**config.mk**
```make
export PLATFORM = sky130hd
export DESIGN_NAME = brp_ram
export DESIGN_NICKNAME = d
export VERILOG_FILES = /design/src/budgeted_residency_planner_defines.svh /design/src/brp_ram.sv
export SDC_FILE = /design/constraint.sdc
export NUM_CORES = 1
export LEC_CHECK = 0
export BUFFER_PORTS_ARGS = -buffer_cell sky130_fd_sc_hd__buf_2
export CORE_MARGIN = 3
export CORE_UTILIZATION = 40
export DETAILED_ROUTE_END_ITERATION = 8
export HOLD_SLACK_MARGIN = 0.03
export PLACE_DENSITY_LB_ADDON = 0.25
export SYNTH_ARGS = -nofsm -noshare
export SYNTH_HDL_FRONTEND = slang
export SYNTH_SLANG_ARGS = --single-unit
```
**constraint.sdc**
```tcl
create_clock -name clk_i -period 2.44 [get_ports clk_i]
set_input_delay 0.122 -clock clk_i [delete_from_list [all_inputs] [get_ports clk_i]]
set_output_delay 0.122 -clock clk_i [all_outputs]
set_load 0.01 [all_outputs]
```
**src/budgeted_residency_planner_defines.svh**
```systemverilog
// Assertion macros used by the planner module.
`ifndef BUDGETED_RESIDENCY_PLANNER_DEFINES_SVH
`define BUDGETED_RESIDENCY_PLANNER_DEFINES_SVH
// Implication checked on every clock edge outside reset.
`define BRP_ASSERT_IMP(lbl, clk, rstn, ante, cons, msg) \
  lbl: assert property (@(posedge clk) disable iff (!rstn) (ante) |-> (cons)) else $error(msg);
// Implication whose consequent is checked in the next cycle.
`define BRP_ASSERT_NEXT(lbl, clk, rstn, ante, cons, msg) \
  lbl: assert property (@(posedge clk) disable iff (!rstn) (ante) |=> (cons)) else $error(msg);
`endif

```
**src/brp_ram.sv**
```systemverilog
// Generic single-port-write, one-read synchronous RAM with registered read.
module brp_ram #(
  parameter int unsigned WIDTH = 8,
  parameter int unsigned DEPTH = 64
) (
  input  logic                     clk_i,
  input  logic                     we_i,
  input  logic [$clog2(DEPTH)-1:0] waddr_i,
  input  logic [WIDTH-1:0]         wdata_i,
  input  logic [$clog2(DEPTH)-1:0] raddr_i,
  output logic [WIDTH-1:0]         rdata_o
);
  logic [WIDTH-1:0] mem_q [DEPTH];

  // Write port and registered read port.
  always_ff @(posedge clk_i) begin
    if (we_i) begin
      mem_q[waddr_i] <= wdata_i;
    end
    rdata_o <= mem_q[raddr_i];
  end
endmodule

```
==> Yosys cells after proc, flatten, opt, wreduce, memory -nomap -nowiden <==
Memory sizes are Yosys's and may differ from the RTL's. A register that Yosys moved wholly into a read port is not among the register bits.
Cells that the tools add are included.
{ "classes": {"addsub": 0, "mul": 0, "div": 0, "n_lt_le_gt_ge": 0, "n_eq_ne": 0, "shifts": 0, "n_mux": 2, "n_bitwise": 0, "n_reduce_logical": 0} }
{ "op_table": {"columns": ["cell", "count"], "rows": [
  ["$mux W1", 2]
]} }
{ "word_totals": {"reg_bits": 0, "latchBits": 0, "mem_bits_rw": 512, "rom_bits": 0, "input_bits": 22, "out_inout_bits": 8, "wordCells": 3, "mem_count": 1} }
{ "mem_list": {"columns": ["memory", "depth", "width", "read_ports", "rd_clocked_by_memory_dff", "wr", "line", "source"], "rows": [
  ["mem_q", 64, 8, 1, 1, 1, "brp_ram.sv:13", "logic [WIDTH-1:0] mem_q [DEPTH];"]
]} }

==> Depth between registers and ports, before layout <==
Gate-level depths: netlist of run 1.
{ "logic_depth": {"depth_word": 2, "mapped_depth": 9, "mapped_depth_nobuf": 5} }

==> Worst setup path after synthesis of run 1 <==
Ideal clock, no wire load.
{ "synth_timing": {"path_type": "input to register", "start": "input port raddr_i[1]", "end": "register rdata_o[3], read port of mem_q", "setup_ns": 0.128, "t_arrival_ns": 1.662, "t_required_ns": 2.312, "slack_ns": 0.650, "path_stages": 7, "path_buffers": 3, "cell_sequence": "buf_4 > buf_2 > buf_2 > mux4_2 > mux4_2 > o21ai_1 > o41ai_1"} }
{ "synth_lines": {"columns": ["item", "line", "source"], "rows": [
  ["from (decl)", "brp_ram.sv:10", "input logic [$clog2(DEPTH)-1:0] raddr_i,"],
  ["to (decl)", "brp_ram.sv:11", "output logic [WIDTH-1:0] rdata_o"]
]} }

==> impl_metrics.csv, run 1 <==
group,metric,value,unit
logic_synthesis,synthCells,940,
route,drt_first_iter_violations,1043,
run_status,status,"complete, no violations",
timing,slew_headroom,0.284,
floorplan,chipWidth,231,um
finish,layout-drive-gt1-share,0.325,
clock_tree,htreeDepth,2,
logic_synthesis,syn_area_per_cell,21.5,um2
finish,syn2layout_area_growth,17.5,%
power_and_ir_drop,power_density,801,mW/mm2
logic_synthesis,synth.distinct_cells,40,
route,dr.max_layer_used,"met5",
timing,worstMarginPinSlew,1.05,ns
placement,gp_congestion,0.777,
worst_hold_path,hp-class,"in -> reg",
logic_synthesis,syn_nets,962,
clock_tree,clk-insertion-delay-late,0.60,ns
floorplan,core,0.0494,mm2
finish,fin_nets,1130,
floorplan,die_h,231,um
route,drt_pass1_iterations,5,
worst_setup_path,worst_ep_required_time,2.90,ns
floorplan,pin_count,30,
worst_setup_path,startpoint_type,"flop",
route,wl_met3,2.59,mm
power_and_ir_drop,vdd_drop_max,0.504,mV
grt,grt_pass1_vias,10100,
logic_synthesis,syn-cell-area,0.0202,mm2
worst_setup_path,end_kind,"flop",
timing,grt_setup_unrepaired,"no",
clock_tree,cts_root_buf,"clkbuf_16",
grt,track_usage,0.178,
clock_tree,numCtsBuffers,53,
clock_tree,cts_setup_buffers,0,
timing,fin_ws,0.108,ns
logic_synthesis,yosys.area.top_type,"edfxtp_1",
finish,insertedDiodeCount,0,
route,wl_met2,22.5,mm
logic_synthesis,yosys_warnings,0,
worst_setup_path,arrival,2.80,ns
placement,placed_cell_area,0.0219,mm2
timing,finalHoldViolCount,0,
timing,finalSetupTns,0,ns
timing,fin_crit_sh,0.956,
worst_setup_path,cp_max_fo,1,
timing,slew_viol_final,0,
timing,setup_viol,0,
route,vias,9818,
route,m1WireLength,20.1,mm
finish,finalInstanceArea,0.0237,mm2
floorplan,die_area,0.0531,mm2
clock_tree,clock-sinks,520,
timing,max_clock_freq,0.429,GHz
floorplan,rows,81,
logic_synthesis,ys_seq_elements,520,
placement,numPortBuffers,29,
route,viasPerCell,5.41,
placement,dp.cells,1712,
worst_setup_path,timing_worst_setup_path_type,"reg -> reg",
clock_tree,cts_tree,"done",
logic_synthesis,synth_area_leaders,"edfxtp_1 (76%), mux4_2 (14%), nor2_1 (1.5%), mux2i_1 (1.1%), dfxtp_1 (0.79%)",
placement,hpwl,29.6,mm
finish,instances_no_fill,1816,
logic_synthesis,yosysSeqAreaShare,0.770,
route,ant_nets,0,
timing,min_period,2.33,ns
grt,antenna_found_initial,1,
clock_tree,cts_buffer_depth,3,
grt,grt_max_degree,65,
run,maxCapViolations,0,
logic_synthesis,synth_top_area_frac,0.762,
route,drc,0,
timing,skew,0.0188,ns
floorplan,initial_core_util,0.409,
route,wl_per_cell,25.6,um
clock_tree,path_clk_slew,0.06,ns
placement,place_ws,-0.0577,ns
route,wirelength,46.5,mm
finish,fillCellCount,4064,
power_and_ir_drop,cellLeakagePower,7.64,nW
grt,grt_pass1_wl,69.2,mm
grt,overflow,0,
## sequential cells by signal, indices dropped and copies added (netlist names)
register and count:
mem_q 512, rdata_o 8
## cell usage after synthesis
master     instances
o2111ai_1          3
a21oi_1            3
nand2b_1           7
buf_6              4
nand4_1            2
nor2_1            83
o41ai_1            2
buf_1              4
o21ai_1            2
o32ai_1            2
a2111oi_0          2
nor2b_1           14
edfxtp_1         512
a31oi_1            1
buf_2             11
nand3b_1           3
mux4_2           126
nand3_1           13
buf_4             13
o21ai_0            2
o22ai_1            8
nand2_1           19
o311ai_1           1
or3_1              1
o21a_1             2
nor3_1             7
and2_1             1
nor4_1             2
mux2i_1           23
o2bb2ai_1          3
a221oi_1           6
o221ai_1           8
nand4b_1           1
a211oi_1           4
mux2_2            13
buf_12             2
clkbuf_1          17
a22oi_1            3
dfxtp_1            8
o221a_2            2
## final cells by class
| class | count | area (um2) | share of cell area |
|---|---|---|---|
| Clock buffer | 66 | 1420 | 0.0598 |
| Multi-Input combinational cell | 369 | 4320 | 0.182 |
| Sequential cell | 520 | 15500 | 0.656 |
| Timing Repair Buffer | 164 | 1270 | 0.0537 |
| Tap cell | 664 | 831 | 0.0351 |
| Clock inverter | 33 | 322 | 0.0136 |
## cell usage in the layout (no fill, tap or decap), drive strengths merged, types with 5 or more instances in the layout
cell type	count
mux4	126
nor3	7
nand3	13
mux2	13
nand2b	7
a221oi	6
edfxtp	512
nor2b	14
clkinv	23
mux2i	23
o22ai	8
nand2	19
dfxtp	8
bufinv	6
clkbuf	67
dlygate4sd3	5
nor2	83
o221ai	8
buf	158
## worst max-delay path: stages (launching register included)
cell and delay (ns):
edfxtp_1 0.36, mux4_2 0.46, nor2b_1 0.17, a2111oi_0 0.92
buf_4 0.24, o41ai_1 0.06
## what timing repair did
| action | 4_1_cts | 5_1_grt |
|---|---|---|
| hold buffers | 5 | 0 |
| gates resized for setup | 0 | 0 |
| endpoints found under the hold margin | 44 | 0 |
## final timing paths
path	cells past startpoint	endpoint	from	slack [ns]
max	5	rdata_o[5]$_DFF_P_	mem_q[2][5]$_DFFE_PP_	0.11
min	3	mem_q[50][1]$_DFFE_PP_	waddr_i[1]	0.06
max reg2reg	5	rdata_o[5]$_DFF_P_	mem_q[2][5]$_DFFE_PP_	0.11
min reg2reg	4	rdata_o[2]$_DFF_P_	mem_q[23][2]$_DFFE_PP_	0.82
## per-layer routing
metal	up-vias	GRT usage
li1	4270	-
met1	5205	0.246
met2	266	0.286
met3	75	0.0386
met4	2	0.0522
met5	-	0
## per-stage QoR
| step | power, mW | hold slack [ns] | utilization |
|---|---|---|---|
| floorplan | 10.6 | 0.221 | - |
| global placement | 11.1 | 0.417 | 0.444 |
| detailed placement | 11.1 | 0.417 | 0.444 |
| CTS | 19.2 | 0.0304 | 0.480 |
| global route | 19.6 | 0.0794 | 0.480 |
| finish | 19.0 | 0.0600 | 0.480 |
## cell families (layout without fill, tap and decap cells)
kind of cell           after synthesis  after routing  share of synthesized area
buffers and inverters               51            263                     0.0157
DFF                                520            520                      0.770
and+or+nand+nor                    153            153                     0.0339
muxes                              162            162                      0.159
AOI/OAI and AO/OA                   54             54                     0.0207
## power breakdown
| group | internal, mW | switching (mW) | total [mW] |
|---|---|---|---|
| clock | 4.76 | 3.31 | 8.07 |
| sequential | 9.89 | 0.0335 | 9.92 |
| combinational | 0.400 | 0.588 | 0.988 |
| total | 15.0 | 3.94 | 19.0 |
No activity file was read; power rests on OpenSTA's default activity.
==> run 2: changes to the inputs <==
--- a/config.mk
+++ b/config.mk
@@ -7,7 +7,7 @@
 export LEC_CHECK = 0
 export BUFFER_PORTS_ARGS = -buffer_cell sky130_fd_sc_hd__buf_2
 export CORE_MARGIN = 3
-export CORE_UTILIZATION = 40
+export CORE_UTILIZATION = 55
 export DETAILED_ROUTE_END_ITERATION = 8
 export HOLD_SLACK_MARGIN = 0.03
 export PLACE_DENSITY_LB_ADDON = 0.25
==> impl_metrics.csv, run 2 (synthesized netlist as in run 1, its figures left out) <==
group,metric,value,unit
run_status,status,"complete, no violations",
worst_setup_path,worst-path-buf-inv,0,
timing,hold_slack,0.0465,ns
finish,syn2layout_area_growth,15.5,%
finish,regMostFlops,"mem_q",
finish,final_cell_mix,"edfxtp_1 (512), mux4_2 (126), buf_4 (114), nor2_1 (83), clkbuf_16 (53)",
route,vias,10100,
floorplan,core,0.0358,mm2
timing,max_clock_freq,0.475,GHz
placement,hpwl,28.3,mm
timing,worstMarginPinSlew,0.997,ns
finish,fin_nets,1115,
route,drc,0,
clock_tree,cts_buffer_depth,3,
worst_hold_path,hp-class,"in -> reg",
grt,antenna_found_initial,0,
worst_setup_path,path_depth,5,
timing,slew_headroom,0.335,
floorplan,rows,69,
timing,fin_crit_sh,0.863,
grt,track_usage,0.235,
worst_setup_path,path_cells,"mux4_2 > mux2_2 > o221a_2 > nor3_1 > o32ai_1",
timing,finalHoldViolCount,0,
clock_tree,numCtsBuffers,50,
grt,overflow,0,
clock_tree,clk-insertion-delay-late,0.57,ns
grt,grt_pass1_vias,10100,
grt,met1_usage,0.344,
power_and_ir_drop,power_density,803,mW/mm2
clock_tree,cts_tree,"done",
clock_tree,path_clk_slew,0.06,ns
floorplan,pin_count,30,
worst_setup_path,path_delay_family,"multiplexers",
floorplan,initial_core_util,0.563,
timing,setup_viol,0,
finish,layout-drive-gt1-share,0.322,
timing,slew_viol_final,0,
worst_setup_path,arrival,2.54,ns
clock_tree,clock-sinks,520,
floorplan,die_h,197,um
grt,met3_usage,0.0377,
power_and_ir_drop,cellLeakagePower,7.57,nW
worst_setup_path,startpoint_type,"flop",
clock_tree,cts_setup_buffers,0,
timing,min_period,2.11,ns
worst_setup_path,rrSetupSlack,0.33,ns
grt,grt_use_met2,0.379,
placement,numPortBuffers,29,
route,viasPerCell,6.31,
placement,gp_congestion,0.851,
route,drt_pass1_iterations,5,
grt,busiest_layer,"met2",
timing,skew,0.0108,ns
finish,largest_reg_flops,512,
worst_setup_path,end_kind,"flop",
finish,final_common_cell,"edfxtp_1",
worst_setup_path,critPathSlowestCell,"mux4_2",
timing,finalSetupTns,0,ns
route,wirelength,44.7,mm
grt,grt_max_degree,65,
route,drt_first_iter_violations,1010,
clock_tree,cts-resized-gates,0,
finish,top_regs,"mem_q: 512 flops, rdata_o: 8 flops",
floorplan,die_area,0.0390,mm2
grt,grt_pass1_wl,66.7,mm
run,maxCapViolations,0,
power_and_ir_drop,vdd_drop_max,0.599,mV
worst_setup_path,timing_worst_setup_path_type,"reg -> reg",
worst_setup_path,slowest_delay,0.47,ns
worst_setup_path,ff2ff_path_depth,5,
worst_setup_path,cp_max_fo,1,
finish,insertedDiodeCount,0,
floorplan,chipWidth,197,um
clock_tree,cts_root_buf,"clkbuf_16",
clock_tree,hold_buffers,4,
timing,grt_setup_unrepaired,"no",
clock_tree,htreeDepth,2,
worst_hold_path,hold-path-cell-count,1,
worst_setup_path,worst_ep_required_time,2.88,ns
route,ant_nets,0,
route,wl_per_cell,28.1,um
## run 2: changes by cell type in the layout (fill, tap and decap cells not counted), moves of 2 or more
cell	delta
clkbuf_1	-3
clkinv_2	+5
clkbuf_16	-2
buf_4	-11
clkbuf_8	+3
clkinv_1	-6
inv_6	-2
## run 2: cell type report
class / instances / area [um2]
fillers: 2281 / 12500
well taps: 461 / 577
clock inverters: 28 / 283
multi-input cells: 369 / 4320
repair buffers: 152 / 1180
clock buffers: 64 / 1400
flip-flops and latches: 520 / 15500
## run 2: worst register-to-register path, delay by kind of cell, from the launching register on
family	cells	cell delay, ns
muxes	2	0.78
DFF	1	0.41
AOI/OAI and AO/OA	2	0.44
and+or+nand+nor	1	0.35
## run 2: metrics by stage
stage	power, mW	utilization	area [um2]	instances	setup slack [ns]
4_1_cts	18.8	0.650	23300	1594	0.342
3_3_place_gp	11.1	0.602	21600	1498	0.113
5_1_grt	19.2	0.650	23300	1594	0.340
6_report	18.7	0.650	23300	1594	0.335
3_5_place_dp	11.1	0.602	21600	1498	0.0642
2_1_floorplan	10.6	-	20200	940	0.650
## run 2: final timing paths
path | end | from
max | rdata_o[6]$_DFF_P_ | mem_q[25][6]$_DFFE_PP_
min reg2reg | rdata_o[6]$_DFF_P_ | mem_q[30][6]$_DFFE_PP_
max reg2reg | rdata_o[6]$_DFF_P_ | mem_q[25][6]$_DFFE_PP_
min | mem_q[23][7]$_DFFE_PP_ | wdata_i[7]
## run 2: per-layer routing
metal	part of all wire	wire length [um]
met4	0.024	1090
met2	0.49	22000
met1	0.41	18200
met3	0.076	3410
met5	0	0
## run 2: report_power, final
group	switching [mW]	leakage (nW)	total, mW	internal, mW
clock	3.15	0.832	7.82	4.67
sequential	0.0363	4.67	9.92	9.88
combinational	0.571	2.06	0.967	0.396
total	3.76	7.57	18.7	14.9
